### src/cart_pkg.sv
// ----------------------------------------------------------------------------
// cart_pkg
// Shared types and codes of the command ack retry table.
// ----------------------------------------------------------------------------
package cart_pkg;

	localparam logic [1:0] OP_SEND = 2'd0;
	localparam logic [1:0] OP_ACK  = 2'd1;
	localparam logic [1:0] OP_POLL = 2'd2;

	localparam logic [3:0] K_TRACKED   = 4'd0;
	localparam logic [3:0] K_UNTRACKED = 4'd1;
	localparam logic [3:0] K_REJECTED  = 4'd2;
	localparam logic [3:0] K_FULL      = 4'd3;
	localparam logic [3:0] K_ACK_HIT   = 4'd4;
	localparam logic [3:0] K_ACK_MISS  = 4'd5;
	localparam logic [3:0] K_RETRY     = 4'd6;
	localparam logic [3:0] K_TIMEOUT   = 4'd7;
	localparam logic [3:0] K_IDLE      = 4'd8;

	localparam logic [2:0] R_ROBOT_COUNT = 3'd0;
	localparam logic [2:0] R_CRIT_PRIO   = 3'd1;
	localparam logic [2:0] R_TIMEOUT     = 3'd2;
	localparam logic [2:0] R_ESTOP       = 3'd3;
	localparam logic [2:0] R_STOP        = 3'd4;
	localparam logic [2:0] R_START       = 3'd5;
	localparam logic [2:0] R_CANCEL      = 3'd6;

	localparam int MAX_RESULTS = 16;

	typedef struct packed {
		logic [1:0]  opcode;
		logic [47:0] now_us;
		logic [7:0]  robot_num;
		logic        address_known;
		logic [7:0]  command_type;
		logic [31:0] command_seq;
		logic [7:0]  priority_req;
		logic        wants_ack;
		logic [31:0] ack_command_id;
	} req_t;

	typedef struct packed {
		logic [3:0]  kind;
		logic [3:0]  slot;
		logic [7:0]  out_robot;
		logic [7:0]  out_type;
		logic [31:0] out_seq;
		logic [31:0] out_command_id;
		logic [1:0]  retries_remaining;
		logic        last;
	} res_t;

	typedef struct packed {
		logic [7:0]  robot_count;
		logic [7:0]  critical_priority;
		logic [23:0] ack_timeout_us;
		logic [7:0]  estop_type_code;
		logic [7:0]  stop_type_code;
		logic [7:0]  start_type_code;
		logic [7:0]  cancel_type_code;
	} cfg_t;

	// command from controller to datapath
	typedef struct packed {
		logic load;      // capture request
		logic clr_idx;   // restart slot index
		logic step;      // advance slot index
		logic classify;  // poll: classify and update slot at index
		logic pass2;     // poll: second report pass (retries)
		logic do_send;   // resolve send
		logic commit;    // write slot at index (send)
		logic ack_free;  // free slot at index (ack)
		logic emit;      // load output register
		logic emit_kind; // emit from current slot with poll kind
		logic emit_last;
	} cmd_t;

	// status from datapath to controller
	typedef struct packed {
		logic idx_end;     // index on final slot
		logic free_here;   // slot at index is free
		logic ack_hit;     // slot at index matches ack
		logic timed_here;  // slot at index timed out this poll
		logic retry_here;  // slot at index retried this poll
		logic any_left;    // later report exists in this or next pass
		logic cap_full;    // result count reached cap
		logic [1:0] opcode;
		logic send_ok;     // valid robot and known address
		logic need_ack;
		logic ack_robot_ok;
	} sts_t;

endpackage

### src/cart_if.sv
// ----------------------------------------------------------------------------
// cart_if
// Valid/ready channel carrying one payload.
// ----------------------------------------------------------------------------
interface cart_if #(parameter type T = logic) ();
	logic valid;
	logic ready;
	T     data;
	modport source (output valid, output data, input ready);
	modport sink (input valid, input data, output ready);
endinterface

### src/cart_datapath.sv
// ----------------------------------------------------------------------------
// cart_datapath
// Slot table, request register, slot index and output register.
// ----------------------------------------------------------------------------
module cart_datapath
	import cart_pkg::*;
#(
	parameter int SLOTS = 16
) (
	input  logic clk,
	input  logic arst_n,
	input  cfg_t cfg,
	input  req_t req,
	input  cmd_t cmd,
	output sts_t sts,
	output res_t res
);
	localparam int IW = (SLOTS > 1) ? $clog2(SLOTS) : 1;

	req_t req_q;
	logic [IW-1:0] idx_q;
	logic [SLOTS-1:0] busy_q, timed_q, retry_q;
	logic [31:0] next_id_q;
	logic [4:0] cnt_q;
	logic [7:0]  robot_m [SLOTS];
	logic [7:0]  type_m [SLOTS];
	logic [31:0] seq_m [SLOTS];
	logic [31:0] id_m [SLOTS];
	logic [47:0] dl_m [SLOTS];
	logic [1:0]  rt_m [SLOTS];
	logic [1:0]  grant_q;

	// saturating deadline
	logic [48:0] dl_sum;
	logic [47:0] dl_new;
	assign dl_sum = {1'b0, req_q.now_us} + {25'd0, cfg.ack_timeout_us};
	assign dl_new = dl_sum[48] ? '1 : dl_sum[47:0];

	logic expired;
	assign expired = busy_q[idx_q] && (req_q.now_us >= dl_m[idx_q]);

	// later reports after index in current pass, or any in retry pass
	logic [SLOTS-1:0] above;
	always_comb begin
		for (int i = 0; i < SLOTS; i++) above[i] = (i > int'(idx_q));
	end

	always_comb begin
		sts = '0;
		sts.idx_end = (int'(idx_q) == SLOTS - 1);
		sts.free_here = !busy_q[idx_q];
		sts.ack_hit = busy_q[idx_q] && robot_m[idx_q] == req_q.robot_num &&
			(seq_m[idx_q] == req_q.command_seq || id_m[idx_q] == req_q.ack_command_id);
		sts.timed_here = timed_q[idx_q];
		sts.retry_here = retry_q[idx_q];
		sts.any_left = cmd.pass2 ? |(retry_q & above) : (|(timed_q & above) || |retry_q);
		sts.cap_full = (cnt_q == 5'(MAX_RESULTS - 1));
		sts.opcode = req_q.opcode;
		sts.send_ok = (req_q.robot_num < cfg.robot_count) && req_q.address_known;
		sts.need_ack = req_q.wants_ack || req_q.command_type == cfg.estop_type_code ||
			req_q.command_type == cfg.stop_type_code ||
			req_q.command_type == cfg.start_type_code ||
			req_q.command_type == cfg.cancel_type_code;
		sts.ack_robot_ok = req_q.robot_num < cfg.robot_count;
	end

	// request capture and slot index
	always_ff @(posedge clk or negedge arst_n) begin
		if (!arst_n) begin
			idx_q <= '0;
			cnt_q <= '0;
		end else begin
			if (cmd.clr_idx) idx_q <= '0;
			else if (cmd.step) idx_q <= idx_q + 1'b1;
			if (cmd.load) cnt_q <= '0;
			else if (cmd.emit) cnt_q <= cnt_q + 1'b1;
		end
	end
	always_ff @(posedge clk) begin
		if (cmd.load) req_q <= req;
		if (cmd.do_send) grant_q <= (req_q.priority_req >= cfg.critical_priority) ? 2'd3 : 2'd1;
	end

	// busy bits, poll marks and id counter
	always_ff @(posedge clk or negedge arst_n) begin
		if (!arst_n) begin
			busy_q <= '0;
			timed_q <= '0;
			retry_q <= '0;
			next_id_q <= 32'd1;
		end else begin
			if (cmd.load) begin
				timed_q <= '0;
				retry_q <= '0;
			end
			if (cmd.do_send) next_id_q <= next_id_q + 32'd1;
			if (cmd.commit) busy_q[idx_q] <= 1'b1;
			if (cmd.ack_free) busy_q[idx_q] <= 1'b0;
			// poll scan pass: classify and update one slot
			if (cmd.classify && expired) begin
				if (rt_m[idx_q] == 2'd0) begin
					timed_q[idx_q] <= 1'b1;
					busy_q[idx_q] <= 1'b0;
				end else begin
					retry_q[idx_q] <= 1'b1;
				end
			end
		end
	end

	// slot payload storage
	always_ff @(posedge clk) begin
		if (cmd.commit) begin
			robot_m[idx_q] <= req_q.robot_num;
			type_m[idx_q] <= req_q.command_type;
			seq_m[idx_q] <= req_q.command_seq;
			id_m[idx_q] <= next_id_q - 32'd1;
			dl_m[idx_q] <= dl_new;
			rt_m[idx_q] <= grant_q;
		end
		if (cmd.classify && expired && rt_m[idx_q] != 2'd0) begin
			rt_m[idx_q] <= rt_m[idx_q] - 2'd1;
			dl_m[idx_q] <= dl_new;
		end
	end

	// output register
	always_ff @(posedge clk) begin
		if (cmd.emit) begin
			res.last <= cmd.emit_last;
			res.slot <= '0;
			res.out_robot <= req_q.robot_num;
			res.out_type <= req_q.command_type;
			res.out_seq <= req_q.command_seq;
			res.out_command_id <= '0;
			res.retries_remaining <= '0;
			if (cmd.emit_kind) begin
				res.kind <= cmd.pass2 ? K_RETRY : K_TIMEOUT;
				res.slot <= 4'(idx_q);
				res.out_robot <= robot_m[idx_q];
				res.out_type <= type_m[idx_q];
				res.out_seq <= seq_m[idx_q];
				res.out_command_id <= id_m[idx_q];
				res.retries_remaining <= cmd.pass2 ? rt_m[idx_q] : 2'd0;
			end else if (req_q.opcode == OP_SEND) begin
				if (!sts.send_ok) res.kind <= K_REJECTED;
				else if (!sts.need_ack) res.kind <= K_UNTRACKED;
				else if (cmd.commit) begin
					res.kind <= K_TRACKED;
					res.slot <= 4'(idx_q);
					res.out_command_id <= next_id_q - 32'd1;
					res.retries_remaining <= grant_q;
				end else begin
					res.kind <= K_FULL;
					res.out_command_id <= next_id_q - 32'd1;
				end
			end else if (req_q.opcode == OP_ACK) begin
				if (cmd.ack_free) begin
					res.kind <= K_ACK_HIT;
					res.slot <= 4'(idx_q);
					res.out_robot <= robot_m[idx_q];
					res.out_type <= type_m[idx_q];
					res.out_seq <= seq_m[idx_q];
					res.out_command_id <= id_m[idx_q];
					res.retries_remaining <= rt_m[idx_q];
				end else begin
					res.kind <= K_ACK_MISS;
					res.out_type <= '0;
					res.out_command_id <= req_q.ack_command_id;
				end
			end else begin
				res.kind <= K_IDLE;
				res.out_robot <= '0;
				res.out_type <= '0;
				res.out_seq <= '0;
			end
		end
	end
endmodule

### src/cart_ctrl.sv
// ----------------------------------------------------------------------------
// cart_ctrl
// Sequencer: at most one scan of the slots per request, then reporting.
// ----------------------------------------------------------------------------
module cart_ctrl
	import cart_pkg::*;
(
	input  logic clk,
	input  logic arst_n,
	input  logic in_valid,
	output logic in_ready,
	output logic out_valid,
	input  logic out_ready,
	input  sts_t sts,
	output cmd_t cmd
);
	localparam logic [2:0] S_IDLE = 3'd0;
	localparam logic [2:0] S_SCAN = 3'd1;
	localparam logic [2:0] S_REP1 = 3'd2;
	localparam logic [2:0] S_REP2 = 3'd3;
	localparam logic [2:0] S_OUT  = 3'd4;
	localparam logic [2:0] S_PREP = 3'd5;

	logic [2:0] state_q, state_d;
	logic ov_q, ov_d, done_q, done_d, pass2_q, pass2_d, any_q, any_d;
	logic busy_out;

	assign busy_out = ov_q && !out_ready;
	assign in_ready = (state_q == S_IDLE) && !ov_q;
	assign out_valid = ov_q;

	always_comb begin
		state_d = state_q;
		ov_d = ov_q && !out_ready;
		done_d = done_q;
		pass2_d = pass2_q;
		any_d = any_q;
		cmd = '0;
		cmd.pass2 = pass2_q;
		unique case (state_q)
			S_IDLE: begin
				if (in_valid && in_ready) begin
					cmd.load = 1'b1;
					cmd.clr_idx = 1'b1;
					pass2_d = 1'b0;
					any_d = 1'b0;
					state_d = S_PREP;
				end
			end
			S_PREP: begin
				if (sts.opcode == OP_SEND && sts.send_ok && sts.need_ack) cmd.do_send = 1'b1;
				state_d = (sts.opcode == OP_POLL || (sts.opcode == OP_ACK && sts.ack_robot_ok) ||
					cmd.do_send) ? S_SCAN : S_OUT;
			end
			S_SCAN: begin
				cmd.classify = (sts.opcode == OP_POLL);
				if (sts.opcode == OP_SEND && sts.free_here) begin
					state_d = S_OUT;
					done_d = 1'b1;
				end else if (sts.opcode == OP_ACK && sts.ack_hit) begin
					state_d = S_OUT;
					done_d = 1'b1;
				end else if (sts.idx_end) begin
					cmd.clr_idx = (sts.opcode == OP_POLL);
					if (sts.opcode == OP_POLL) cmd.step = 1'b1;
					done_d = 1'b0;
					state_d = (sts.opcode == OP_POLL) ? S_REP1 : S_OUT;
				end else begin
					cmd.step = 1'b1;
				end
			end
			S_OUT: begin
				if (!busy_out) begin
					cmd.emit = 1'b1;
					cmd.emit_last = 1'b1;
					cmd.commit = done_q && sts.opcode == OP_SEND;
					cmd.ack_free = done_q && sts.opcode == OP_ACK;
					ov_d = 1'b1;
					done_d = 1'b0;
					state_d = S_IDLE;
				end
			end
			S_REP1, S_REP2: begin
				if ((state_q == S_REP1 ? sts.timed_here : sts.retry_here)) begin
					if (!busy_out) begin
						cmd.emit = 1'b1;
						cmd.emit_kind = 1'b1;
						cmd.emit_last = !sts.any_left || sts.cap_full;
						ov_d = 1'b1;
						any_d = 1'b1;
						if (cmd.emit_last) state_d = S_IDLE;
						else if (sts.idx_end) begin
							cmd.clr_idx = 1'b1;
							pass2_d = 1'b1;
							state_d = S_REP2;
						end else cmd.step = 1'b1;
					end
				end else if (sts.idx_end) begin
					if (state_q == S_REP1) begin
						cmd.clr_idx = 1'b1;
						pass2_d = 1'b1;
						state_d = S_REP2;
					end else state_d = any_q ? S_IDLE : S_OUT;
				end else cmd.step = 1'b1;
			end
			default: state_d = S_IDLE;
		endcase
	end

	always_ff @(posedge clk or negedge arst_n) begin
		if (!arst_n) begin
			state_q <= S_IDLE;
			ov_q <= 1'b0;
			done_q <= 1'b0;
			pass2_q <= 1'b0;
			any_q <= 1'b0;
		end else begin
			state_q <= state_d;
			ov_q <= ov_d;
			done_q <= done_d;
			pass2_q <= pass2_d;
			any_q <= any_d;
		end
	end
endmodule

### src/command_ack_retry_table_top.sv
// ----------------------------------------------------------------------------
// command_ack_retry_table_top
// Retransmission table for commands awaiting acknowledgement.
// ----------------------------------------------------------------------------
// One request at a time. A send that needs an ack searches up to TABLE_SLOTS
// slots for a free entry, an ack the same for its match, and a poll
// classifies every slot, then walks the timeout and retry report passes;
// every result waits in a single output register, so a stalled sink holds
// the sequencer.
module command_ack_retry_table_top
	import cart_pkg::*;
#(
	parameter int TABLE_SLOTS = 16
) (
	input  logic        clk,
	input  logic        arst_n,
	input  logic        cfg_we,
	input  logic [2:0]  cfg_index,
	input  logic [23:0] cfg_wdata,
	cart_if.sink        req_ch,
	cart_if.source      res_ch
);
	cfg_t cfg_q;
	cmd_t cmd;
	sts_t sts;

	// configuration registers
	always_ff @(posedge clk or negedge arst_n) begin
		if (!arst_n) begin
			cfg_q.robot_count <= 8'd8;
			cfg_q.critical_priority <= 8'd2;
			cfg_q.ack_timeout_us <= 24'd250000;
			cfg_q.estop_type_code <= 8'd0;
			cfg_q.stop_type_code <= 8'd1;
			cfg_q.start_type_code <= 8'd8;
			cfg_q.cancel_type_code <= 8'd10;
		end else if (cfg_we) begin
			case (cfg_index)
				R_ROBOT_COUNT: cfg_q.robot_count <= cfg_wdata[7:0];
				R_CRIT_PRIO: cfg_q.critical_priority <= cfg_wdata[7:0];
				R_TIMEOUT: cfg_q.ack_timeout_us <= cfg_wdata;
				R_ESTOP: cfg_q.estop_type_code <= cfg_wdata[7:0];
				R_STOP: cfg_q.stop_type_code <= cfg_wdata[7:0];
				R_START: cfg_q.start_type_code <= cfg_wdata[7:0];
				R_CANCEL: cfg_q.cancel_type_code <= cfg_wdata[7:0];
				default: ;
			endcase
		end
	end

	cart_ctrl u_ctrl (
		.clk, .arst_n,
		.in_valid(req_ch.valid), .in_ready(req_ch.ready),
		.out_valid(res_ch.valid), .out_ready(res_ch.ready),
		.sts, .cmd
	);

	cart_datapath #(.SLOTS(TABLE_SLOTS)) u_dp (
		.clk, .arst_n, .cfg(cfg_q), .req(req_ch.data), .cmd, .sts, .res(res_ch.data)
	);
endmodule

### src/flat_wrapper.sv
// flat-port wrapper written by rule: the top's interface ports become plain ports
module command_ack_retry_table_top_flat import cart_pkg::*;
#(
	parameter int TABLE_SLOTS = 16
)
  (clk, arst_n, cfg_we, cfg_index, cfg_wdata, req_ch_valid, req_ch_data, req_ch_ready, res_ch_valid, res_ch_data, res_ch_ready);
  cart_if req_ch_i ();
  cart_if res_ch_i ();
  input  logic clk;
  input  logic arst_n;
  input  logic cfg_we;
  input  logic [2:0] cfg_index;
  input  logic [23:0] cfg_wdata;
  input wire logic [$bits(req_ch_i.valid)-1:0] req_ch_valid;
  input wire logic [$bits(req_ch_i.data)-1:0] req_ch_data;
  output wire logic [$bits(req_ch_i.ready)-1:0] req_ch_ready;
  output wire logic [$bits(res_ch_i.valid)-1:0] res_ch_valid;
  output wire logic [$bits(res_ch_i.data)-1:0] res_ch_data;
  input wire logic [$bits(res_ch_i.ready)-1:0] res_ch_ready;
  assign req_ch_i.valid = req_ch_valid;
  assign req_ch_i.data = req_ch_data;
  assign req_ch_ready = req_ch_i.ready;
  assign res_ch_valid = res_ch_i.valid;
  assign res_ch_data = res_ch_i.data;
  assign res_ch_i.ready = res_ch_ready;
  command_ack_retry_table_top #(.TABLE_SLOTS(TABLE_SLOTS)) u_core (.clk(clk), .arst_n(arst_n), .cfg_we(cfg_we), .cfg_index(cfg_index), .cfg_wdata(cfg_wdata), .req_ch(req_ch_i), .res_ch(res_ch_i));
endmodule
### config.mk
export PLATFORM = sky130hd
export DESIGN_NAME = command_ack_retry_table_top_flat
export DESIGN_NICKNAME = d
export VERILOG_FILES = /design/src/cart_pkg.sv /design/src/cart_if.sv /design/src/cart_datapath.sv /design/src/cart_ctrl.sv /design/src/command_ack_retry_table_top.sv /design/src/flat_wrapper.sv
export SDC_FILE = /design/constraint.sdc
export NUM_CORES = 1
export LEC_CHECK = 0
export ABC_AREA = 0
export BUFFER_PORTS_ARGS = -buffer_cell sky130_fd_sc_hd__buf_2
export CAP_MARGIN = 20
export CORE_MARGIN = 1
export CORE_UTILIZATION = 48
export DETAILED_ROUTE_END_ITERATION = 16
export PLACE_DENSITY = 0.82
export SYNTH_ARGS = -nofsm -noshare
export SYNTH_HDL_FRONTEND = slang
export SYNTH_SLANG_ARGS = --single-unit
### constraint.sdc
create_clock -name clk -period 5.4 [get_ports clk]
set_input_delay 0.81 -clock clk [delete_from_list [all_inputs] [get_ports clk]]
set_output_delay 0.81 -clock clk [all_outputs]
set_load 0.02 [all_outputs]
==> metrics.md, run 1 <==
| Metric | Value |
|---|---|
| Crit. End Element | register |
| Clock Tree Root | clkbuf_4 |
| Critical path type | reg -> reg |
| Die span in y | 55.9 um |
| Rel. slew slack | 58.6% |
| Global route overflow | 0 |
| Clock buffer depth | 2 |
| Class of the worst hold path | in -> async |
| Post-layout worst setup margin | 2960 ps |
| Status | finished clean |
| Nets | 170 |
| FP Rows | 19 |
| Worst Path Required | 5640 ps |
| Detailed placement HPWL | 1.92 mm |
| Lkg Pwr | 0.000688 uW |
| Ports | 36 |
| Post-CTS Setup Bufs | 0 |
| Asr flop ratio synth | 96.3% |
| Layout area overhead | 4.48% |
| Register bit count reported by yosys | 27 |
| H-tree Lvls | 1 |
| Crit path max fanout | 14 |
| Sink Count | 27 |
| Total Routing Usage GR | 19.2% |
| Initial antenna violation count | 0 |
| Fin crit period | 2440 ps |
| Die area | 3130 um2 |
| Final instance area | 1460 um2 |
| Peak VDD IR | 0.270 mV |
| Critical path cell sequence | ha_1 -> nand3_2 -> and3_1 -> a32o_1 -> o21a_1 -> a32o_1 |
| Initial Utilization | 50.6% |
| Setup TNS | 0 ps |
| CTS Hold Bufs | 0 |
| Core Box Area | 2760 um2 |
| Tcrit/Tclk final | 45.1% |
| Antenna-violating nets left | 0 |
| Iteration-0 DRC Markers | 24 |
| Pwr Total | 562 uW |
| RSZ-0062 raised after global routing | no |
| Ys Warns | 0 |
| Total Wirelength | 2.69 mm |
| Post-synthesis instance total | 127 |
| Max cap viols | 0 |
| Number of global-route vias before repair | 987 |
| Slowest CP cell | dfrtp_1 |
| Highest clock rate | 410 MHz |
| Final Hold Fails | 0 |
| CTS tree | yes |
| Power Dens Cells | 385 nW/um2 |
| Drt drc | 0 |
| CP dominant cell by count | a32o_1 |
| Pre-CTS setup slack | 3000 ps |
| Critical path arrival | 2670 ps |
| Final setup viols | 0 |
| Syn_nets | 164 |
| Placed inst area | 1430 um2 |
| Max Transition Viols Final | 0 |
| Port bufs | 6 |
| Minimum hold slack | 444 ps |
| Register area share after synthesis | 48.8% |
| Total number of vias | 1016 |
| Worst-Margin Slew | 621 ps |
| Startpoint types | register |
| Main synth FF type | dfrtp_1 |
| Number of synthesized flops with an enable pin | 1 |
| Slowest stage delay, CP | 760 ps |
| DR vias/cell | 6.23 |
| N_diodes | 0 |
| Netlist Area Pre-Place | 1400 um2 |
| Die width | 55.9 um |
| RePlAce Congestion | 0.832 |
| Drt first pass iters | 4 |
| Largest net degree at the start of global routing | 27 |
| Clock slew at reported path FFs | 150 ps |
| Skew final | 11.6 ps |
| Syn Area/Cell | 11.0 um2 |
| Drt wl/cell | 16.5 um |
| Clock Latency Late Sink | 340 ps |
| Num CTS Buffers | 3 |
| Layout cells sized above 1 | 16.7% |
| Global-route wire length before repair | 4.61 mm |
| Count of cell types in the netlist | 41 |
| # resized after CTS | 0 |
[cell families after synthesis]
kind of cell,Yosys count,synth area share [%]
AOI/OAI and AO/OA,42,22.4
DFF,27,48.8
adders and majority gates,4,3.59
buffers and inverters,12,4.30
muxes,10,7.35
and+or+nand+nor,32,13.5
[cell usage after synthesis (all sizes together) (2+ instances only)]
| master | instances | share of area (%) |
|---|---|---|
| a21o | 4 | 2.2 |
| a21oi | 5 | 1.8 |
| a22oi | 2 | 1.4 |
| a2bb2oi | 2 | 1.3 |
| a32o | 2 | 1.4 |
| a41o | 2 | 1.4 |
| and3 | 3 | 1.3 |
| buf | 3 | 1.9 |
| clkbuf | 2 | 0.54 |
| dfrtp | 26 | 47 |
| ha | 4 | 3.6 |
| inv | 7 | 1.9 |
| mux2 | 2 | 1.6 |
| mux2i | 8 | 5.7 |
| nand2 | 11 | 3.7 |
| nand3 | 3 | 1.4 |
| nor2 | 7 | 1.9 |
| o21ai | 6 | 2.2 |
| o21bai | 12 | 6.5 |
| or3 | 2 | 1.3 |
[critical path, delay by kind of cell, from the launching register on]
| family | cells | cell delay, ps |
|---|---|---|
| AOI/OAI and AO/OA | 3 | 790 |
| adders and majority gates | 1 | 400 |
| DFF | 1 | 760 |
| and+or+nand+nor | 2 | 390 |
[registers in the layout (all words and copies together) (netlist names)]
register                 flops
u_core.u_ctrl.any_q          1
u_core.u_ctrl.done_q         1
u_core.u_ctrl.out_valid      1
u_core.u_dp.busy_q          16
u_core.u_ctrl.state_q        3
u_core.u_dp.res              1
u_core.u_dp.idx_q            4
[metal layers]
layer / up-vias / GRT usage (%) / wire length, um
met4: 0 / 9.41 / 61
met2: 21 / 29.6 / 1250
met1: 519 / 26.6 / 1280
met3: 5 / 2.79 / 86
li1: 471 / - / -
met5: - / 0 / 0
[cells in the final DEF, fill, tap and decap left out, types with 2 or more instances in the layout]
| cell | n |
|---|---|
| mux2i_1 | 8 |
| nand2_1 | 7 |
| a2bb2oi_1 | 2 |
| ha_1 | 4 |
| inv_1 | 6 |
| o21bai_1 | 12 |
| buf_2 | 6 |
| a41o_1 | 2 |
| nand3_1 | 2 |
| o21ai_0 | 6 |
| a21oi_1 | 5 |
| and3_1 | 3 |
| a21o_1 | 4 |
| nor2_1 | 7 |
| nand2_2 | 4 |
| dfrtp_1 | 26 |
| a32o_1 | 2 |
| clkbuf_4 | 3 |
[area by class of cell]
class / count / area [um2]
inverter: 7 / 26.3
multi-input combinational: 88 / 654
clock inverter: 1 / 5.00
fill: 241 / 1300
clock buffer: 3 / 22.5
tap: 31 / 38.8
sequential: 27 / 681
timing repair buffer: 6 / 30.0
[power by group]
group | total, uW | internal (uW) | leakage, uW | switching (uW)
clock | 89.8 | 27.9 | 0.0000177 | 61.9
sequential | 287 | 239 | 0.000357 | 47.9
combinational | 185 | 81.9 | 0.000312 | 103
total | 562 | 349 | 0.000688 | 213
[worst paths after layout]
path | startpoint | to | slack [ps] | cells past startpoint
max | u_core.u_dp.idx_q[0] | u_core.u_dp.idx_q[1] | 2960 | 6
min | arst_n | u_core.u_dp.idx_q[3] | 440 | 1
max reg2reg | u_core.u_dp.idx_q[0] | u_core.u_dp.idx_q[1] | 2960 | 6
min reg2reg | u_core.u_dp.busy_q[15] | u_core.u_dp.busy_q[15] | 480 | 1
max in group asynchronous | arst_n | u_core.u_dp.idx_q[1] | 4580 | 1
min in group clk | u_core.u_dp.busy_q[15] | u_core.u_dp.busy_q[15] | 480 | 1
[metrics by stage]
step,std cells,utilization (%)
global placement,159,51.9
global route,163,52.9
detailed placement,159,51.9
finish,163,52.9
CTS,163,52.9
floorplan,127,-
Note: power is estimated with default switching activity, not from simulation.
==> run 2: changes to the inputs <==
--- a/config.mk
+++ b/config.mk
@@ -9,9 +9,9 @@
 export BUFFER_PORTS_ARGS = -buffer_cell sky130_fd_sc_hd__buf_2
 export CAP_MARGIN = 20
 export CORE_MARGIN = 1
-export CORE_UTILIZATION = 48
+export CORE_UTILIZATION = 47
 export DETAILED_ROUTE_END_ITERATION = 16
-export PLACE_DENSITY = 0.82
+export PLACE_DENSITY = 0.84
 export SYNTH_ARGS = -nofsm -noshare
 export SYNTH_HDL_FRONTEND = slang
 export SYNTH_SLANG_ARGS = --single-unit
==> constraint.sdc (replaced) <==
create_clock -name clk -period 2.2 [get_ports clk]
set_input_delay 0.33 -clock clk [delete_from_list [all_inputs] [get_ports clk]]
set_output_delay 0.33 -clock clk [all_outputs]
set_load 0.02 [all_outputs]
==> run 2 against run 1 <==
Critical path depth stayed put. Non-clock buffer count is 4 higher. Combinational power grew to 2.7 times the previous value.
==> metrics.md, run 2 (same netlist as run 1, synthesis figures left out) <==
| Metric | Value |
|---|---|
| Crit. End Element | register (unchanged) |
| Critical path arrival | 2240 ps (was 2670 ps) |
| Placed insts | 162 (was 159) |
| Tcrit/Tclk final | 91.1% (was 45.1%) |
| Critical path type | reg -> reg (unchanged) |
| Die area | 3190 um2 (was 3130 um2) |
| Top delay family on crit path | compound AO/OA/AOI/OAI gates (unchanged) |
| Drt wl/cell | 15.5 um (was 16.5 um) |
| Die span in y | 56.5 um (was 55.9 um) |
| Post-route insts no fill | 167 (was 163) |
| Max Transition Viols Final | 0 (unchanged) |
| Nets | 174 (was 170) |
| Clock buffer depth | 2 (unchanged) |
| Die width | 56.5 um (was 55.9 um) |
| Detailed placement HPWL | 1.99 mm (was 1.92 mm) |
| Drt drc | 0 (unchanged) |
| Final Hold Fails | 0 (unchanged) |
| Area of the multi-input gates | 654 um2 (unchanged) |
| RePlAce Congestion | 0.875 (was 0.832) |
| Pre-CTS setup slack | 203 ps (was 3000 ps) |
| Power Dens Cells | 937 nW/um2 (was 385 nW/um2) |
| Setup TNS | 0 ps (unchanged) |
| Slowest CP cell | dfrtp_1 (unchanged) |
| Slowest stage delay, CP | 540 ps (was 760 ps) |
| Global route overflow | 0 (unchanged) |
| DR vias/cell | 6.10 (was 6.23) |
| Layout area overhead | 6.73% (was 4.48%) |
| Clock slew at reported path FFs | 130 ps (was 150 ps) |
| Pwr Total | 1400 uW (was 562 uW) |
| CTS Hold Bufs | 1 (was 0) |
| RR Startpoint | u_core.u_dp.idx_q[0] (unchanged) |
| Layout cells sized above 1 | 17.6% (was 16.7%) |
| Crit path buf inv count | 0 (unchanged) |
| # resized after CTS | 0 (unchanged) |
| Worst Path Required | 2440 ps (was 5640 ps) |
| Num CTS Buffers | 3 (unchanged) |
| Largest register FFs | 16 (unchanged) |
| H-tree Lvls | 1 (unchanged) |
| Total Routing Usage GR | 18.4% (was 19.2%) |
| Max cap viols | 0 (unchanged) |
| Critical path cell sequence | ha_1 -> nand3_2 -> and3_1 -> a32o_1 -> o21a_1 -> a32o_1 (unchanged) |
| CP dominant cell by count | a32o_1 (unchanged) |
| Reg with most FFs | u_core.u_dp.busy_q (unchanged) |
| N_diodes | 0 (unchanged) |
| FP Rows | 19 (unchanged) |
| Crit path max fanout | 8 (was 14) |
| Startpoint types | register (unchanged) |
| Rel. slew slack | 64.0% (was 58.6%) |
| Port bufs | 6 (unchanged) |
| Commonest non-fill, non-tap cell in the layout | dfrtp_1 (unchanged) |
| Flop2flop setup slack | 190 ps (was 2960 ps) |
| Worst r2r path cells | 6 (unchanged) |
| Skew final | 3.69 ps (was 11.6 ps) |
| Post-layout worst setup margin | 195 ps (was 2960 ps) |
| Post-CTS Setup Bufs | 0 (unchanged) |
| Peak VDD IR | 0.805 mV (was 0.270 mV) |
| Layout fillers | 230 (was 241) |
| Initial antenna violation count | 0 (unchanged) |
| Biggest regs | u_core.u_dp.busy_q (16), u_core.u_dp.idx_q (4), u_core.u_ctrl.state_q (3) (unchanged) |
| Most frequent cells in the layout | dfrtp_1 (26), o21bai_1 (12), mux2i_1 (8), nor2_1 (7), nand2_1 (7) (unchanged) |
| Lkg Pwr | 0.000705 uW (was 0.000688 uW) |
| Global-route wire length before repair | 4.55 mm (was 4.61 mm) |
| Total Wirelength | 2.58 mm (was 2.69 mm) |
| Status | finished clean (unchanged) |
| Antenna-violating nets left | 0 (unchanged) |
| Final setup viols | 0 (unchanged) |
| RSZ-0062 raised after global routing | no (unchanged) |
| Sink Count | 27 (unchanged) |
| Total number of vias | 1018 (was 1016) |
| Initial Utilization | 50.2% (was 50.6%) |
| Drt first pass iters | 4 (unchanged) |
| Worst-Margin Slew | 540 ps (was 621 ps) |
| Highest clock rate | 499 MHz (was 410 MHz) |
| Clock Latency Late Sink | 330 ps (was 340 ps) |
| FF/Latch Area | 681 um2 (unchanged) |
| WHS Endpoint | u_core.u_ctrl.out_valid |
| Hold Path Depth | 2 |
| Iteration-0 DRC Markers | 65 (was 24) |
| End of the worst register-to-register path | u_core.u_dp.idx_q[1] (unchanged) |
| Clock Tree Root | clkbuf_4 (unchanged) |
| Fin crit period | 2010 ps (was 2440 ps) |
| Number of global-route vias before repair | 984 (was 987) |
| Class of the worst hold path | in -> reg (was in -> async) |
| Largest net degree at the start of global routing | 27 (unchanged) |
| HP Start | res_ch_ready |
| Core Box Area | 2780 um2 (was 2760 um2) |
| CTS tree | yes (unchanged) |
| Ports | 36 (unchanged) |
## run 2: cell count changes in the layout (fill, tap and decap cells not counted)
cell and delta:
buf_4 +3, clkbuf_1 +1, clkinv_2 -1, dlygate4sd3_1 +1
## run 2: per-stage QoR
step / hold WS (ps) / util, % / instance area, um2
global placement: 339 / 52.2 / 1450
finish: 187 / 53.5 / 1490
detailed placement: 347 / 52.2 / 1450
CTS: 184 / 53.5 / 1490
floorplan: 34.4 / - / 1400
global route: 171 / 53.5 / 1490
## run 2: how the worst max path moves through the flow
stage / to / depth (start not counted) / slack (ps) / startpoint
5_1_grt: u_core.u_dp.idx_q[1] / 6 / 90 / u_core.u_dp.idx_q[0]
4_1_cts: u_core.u_dp.idx_q[1] / 6 / 190 / u_core.u_dp.idx_q[0]
3_3_place_gp: u_core.u_dp.idx_q[1] / 6 / 280 / u_core.u_dp.idx_q[0]
6_report: u_core.u_dp.idx_q[1] / 6 / 190 / u_core.u_dp.idx_q[0]
2_1_floorplan: u_core.u_dp.idx_q[1] / 6 / 370 / u_core.u_dp.idx_q[0]
3_5_place_dp: u_core.u_dp.idx_q[1] / 6 / 200 / u_core.u_dp.idx_q[0]
## run 2: final cells by class
type / instances / share of cell area (%)
Multi-Input combinational cell: 88 / 43.9
Sequential cell: 27 / 45.7
Timing Repair Buffer: 10 / 4.20
Inverter: 7 / 1.76
Tap cell: 31 / 2.61
Clock buffer: 4 / 1.76
## run 2: power by group
part | switching (uW) | leakage [uW] | internal (uW) | total, uW
Clock | 145 | 0.0000150 | 71.3 | 216
Combinational | 276 | 0.000332 | 217 | 493
Sequential | 99.9 | 0.000357 | 586 | 686
Total | 521 | 0.000705 | 875 | 1400
## run 2: per-layer routing
layer	wire length (um)	GRT usage (%)
met1	1230	24.8
met2	1250	29.4
met3	62	2.76
met4	45	7.67
met5	0	0
==> run 3: changes to the inputs <==
--- a/config.mk
+++ b/config.mk
@@ -12,6 +12,8 @@
 export CORE_UTILIZATION = 47
 export DETAILED_ROUTE_END_ITERATION = 16
 export PLACE_DENSITY = 0.84
+export RECOVER_POWER = 50
+export REMOVE_ABC_BUFFERS = 1
 export SYNTH_ARGS = -nofsm -noshare
 export SYNTH_HDL_FRONTEND = slang
 export SYNTH_SLANG_ARGS = --single-unit
==> run 3 against run 2 <==
Final cell count did not move. Core utilization fell by 0.090 points. Critical endpoint unchanged. Critical path type unchanged. Largest power group unchanged. Sequential power barely moved. Worst setup slack improved by 26 ps.
==> metrics.md, run 3 (same netlist as run 1, synthesis figures left out) <==
| Metric | Value |
|---|---|
| Detailed placement HPWL | 1.97 mm (was 1.99 mm) |
| Sw frac | 37.8% (was 37.3%) |
| Class of the worst hold path | in -> reg (unchanged) |
| Pre-CTS setup slack | 229 ps (was 203 ps) |
| Die width | 56.5 um (unchanged) |
| Max Transition Viols Final | 0 (unchanged) |
| RePlAce Congestion | 0.828 (was 0.875) |
| Max cap viols | 0 (unchanged) |
| Startpoint types | register (unchanged) |
| Most crowded layer after global routing | met2 (unchanged) |
| Initial Utilization | 50.2% (unchanged) |
| RR Startpoint | u_core.u_dp.idx_q[0] (unchanged) |
| Worst-Margin Slew | 1330 ps (was 540 ps) |
| End of the worst register-to-register path | u_core.u_dp.idx_q[1] (unchanged) |
| Post-CTS Setup Bufs | 0 (unchanged) |
| Top delay family on crit path | compound AO/OA/AOI/OAI gates (unchanged) |
| Drt drc | 0 (unchanged) |
| N_diodes | 0 (unchanged) |
| Worst setup path end | u_core.u_dp.idx_q[1] (unchanged) |
| Iteration-0 DRC Markers | 28 (was 65) |
| Sink Count | 27 (unchanged) |
| Final setup viols | 0 (unchanged) |
| Nets | 174 (unchanged) |
| Global route overflow | 0 (unchanged) |
| Largest net degree at the start of global routing | 27 (unchanged) |
| Slowest stage delay, CP | 540 ps (about the same) |
| Number of global-route vias before repair | 1076 (was 984) |
| Crit path buf inv count | 0 (unchanged) |
| DR vias/cell | 6.02 (was 6.10) |
| Met1 Use GR | 24.0% (was 24.8%) |
| FF/Latch Area | 681 um2 (unchanged) |
| Initial antenna violation count | 0 (unchanged) |
| Placed insts | 162 (unchanged) |
| Minimum hold slack | 205 ps (was 187 ps) |
| Power Dens Cells | 945 nW/um2 (was 937 nW/um2) |
| CP dominant cell by count | a32o_1 (unchanged) |
| Crit. End Element | register (unchanged) |
| Final Hold Fails | 0 (unchanged) |
| Fin crit period | 1980 ps (was 2010 ps) |
| Critical path type | reg -> reg (unchanged) |
| Critical path arrival | 2220 ps (was 2240 ps) |
| Worst Setup SP | u_core.u_dp.idx_q[0] (unchanged) |
| Internal Dissipation | 874 uW (was 875 uW) |
| # resized after CTS | 0 (unchanged) |
| Clock power share | 15.5% (about the same) |
| Highest clock rate | 505 MHz (was 499 MHz) |
| RSZ-0062 raised after global routing | no (unchanged) |
| Flop2flop setup slack | 220 ps (was 190 ps) |
| Clock slew at reported path FFs | 140 ps (was 130 ps) |
| Layout cells sized above 1 | 15.4% (was 17.6%) |
| FP Rows | 19 (unchanged) |
| Setup TNS | 0 ps (unchanged) |
| Post-layout worst setup margin | 221 ps (was 195 ps) |
| Final instance area | 1490 um2 (about the same) |
| Total Wirelength | 2.72 mm (was 2.58 mm) |
| Die area | 3190 um2 (unchanged) |
| Commonest non-fill, non-tap cell in the layout | dfrtp_1 (unchanged) |
| Grt met3 use | 3.00% (was 2.76%) |
| Clock Latency Late Sink | 330 ps (about the same) |
| Post-route insts no fill | 167 (unchanged) |
| Die span in y | 56.5 um (unchanged) |
| Worst r2r path cells | 6 (unchanged) |
| Lkg Pwr | 0.000700 uW (was 0.000705 uW) |
| Levels on crit path | 6 (unchanged) |
| H-tree Lvls | 1 (unchanged) |
| Antenna-violating nets left | 0 (unchanged) |
| Clock Tree Root | clkbuf_4 (unchanged) |
| Largest register FFs | 16 (unchanged) |
| Tcrit/Tclk final | 90.0% (was 91.1%) |
| Ports | 36 (unchanged) |
| Combinational power share | 35.6% (was 35.3%) |
| Critical path cell sequence | ha_1 -> nand3_2 -> and3_1 -> a32o_1 -> o21a_1 -> a32o_1 (unchanged) |
| Status | finished clean (unchanged) |
| Core Box Area | 2780 um2 (unchanged) |
| Clock buffer depth | 2 (unchanged) |
| Layout area overhead | 6.55% (was 6.73%) |
| Switch Pwr | 531 uW (was 521 uW) |
| Worst Path Required | 2440 ps (about the same) |
| Total number of vias | 1005 (was 1018) |
| Drt wl/cell | 16.3 um (was 15.5 um) |
| Grt met2 use | 32.8% (was 29.4%) |
| Total Routing Usage GR | 19.1% (was 18.4%) |
| Most frequent cells in the layout | dfrtp_1 (26), o21bai_1 (12), mux2i_1 (8) (was dfrtp_1 (26), o21bai_1 (12), mux2i_1 (8), nor2_1 (7), nand2_1 (7)) |
| Slowest CP cell | dfrtp_1 (unchanged) |
| Placed inst area | 1450 um2 (unchanged) |
| Seq pwr share | 48.9% (was 49.2%) |
| CTS tree | yes (unchanged) |
| Drt first pass iters | 4 (unchanged) |
| Reg with most FFs | u_core.u_dp.busy_q (unchanged) |
| Layout fillers | 236 (was 230) |
| Biggest regs | u_core.u_dp.busy_q (16), u_core.u_dp.idx_q (4), u_core.u_ctrl.state_q (3) (unchanged) |
| Skew final | 6.41 ps (was 3.69 ps) |
| Global-route wire length before repair | 4.76 mm (was 4.55 mm) |
| Crit path max fanout | 8 (unchanged) |
| Num CTS Buffers | 3 (unchanged) |
| Area of the multi-input gates | 654 um2 (unchanged) |
| Peak VDD IR | 0.615 mV (was 0.805 mV) |
| Rel. slew slack | 11.6% (was 64.0%) |
| Port bufs | 6 (unchanged) |
## run 3: cell count changes in the layout (fill, tap and decap cells not counted)
cell      delta
buf_2        -2
inv_2        -1
clkbuf_1     +2
inv_1        +1
## run 3: cell type report
class / instances / share of cell area (%)
Sequential cell: 27 / 45.8
Multi-Input combinational cell: 88 / 44.0
Timing Repair Buffer: 10 / 4.04
Tap cell: 31 / 2.61
Clock buffer: 4 / 1.77
Inverter: 7 / 1.77
## run 3: how the worst min path moves through the flow
stage,from,to,slack [ps],cells after the start
after floorplan,arst_n,u_core.u_ctrl.any_q,30,0
after global placement,arst_n,u_core.u_ctrl.any_q,340,1
after detailed placement,arst_n,u_core.u_ctrl.any_q,350,1
after CTS,req_ch_valid,u_core.u_ctrl.any_q,190,2
after global routing,res_ch_ready,u_core.u_ctrl.out_valid,190,2
final,res_ch_ready,u_core.u_ctrl.out_valid,210,2
## run 3: per-layer routing
metal | vias up | part of all wire [%]
li1 | 483 | -
met1 | 508 | 46
met2 | 10 | 51
met3 | 4 | 1.7
met4 | 0 | 1.1
met5 | - | 0
## run 3: stage by stage
| stage | total power, uW | utilization [%] |
|---|---|---|
| final | 1400 | 53.4 |
| after global routing | 1500 | 53.4 |
| after CTS | 1410 | 53.5 |
| after detailed placement | 1190 | 52.2 |
| after global placement | 1170 | 52.2 |
| after floorplan | 1040 | - |
## run 3: power groups by stage
stage | logic, uW | clock network [uW] | registers (uW)
3_3_place_gp | 479 | 0 | 687
2_1_floorplan | 335 | 0 | 701
4_1_cts | 504 | 217 | 685
5_1_grt | 556 | 244 | 699
6_report | 501 | 218 | 686
3_5_place_dp | 496 | 0 | 695
## run 3: timing repair
item / 4_1_cts / 5_1_grt
hold endpoints to repair: 26 / 0
hold buffers: 1 / 0
endpoints found under the setup margin: 0 / 0
## run 3: worst reg2reg max path, stage by stage, from the launching register on
cell and delay (ps):
dfrtp_1 540, ha_1 240, nand3_2 110, and3_1 230
a32o_1 260, o21a_1 240, a32o_1 270
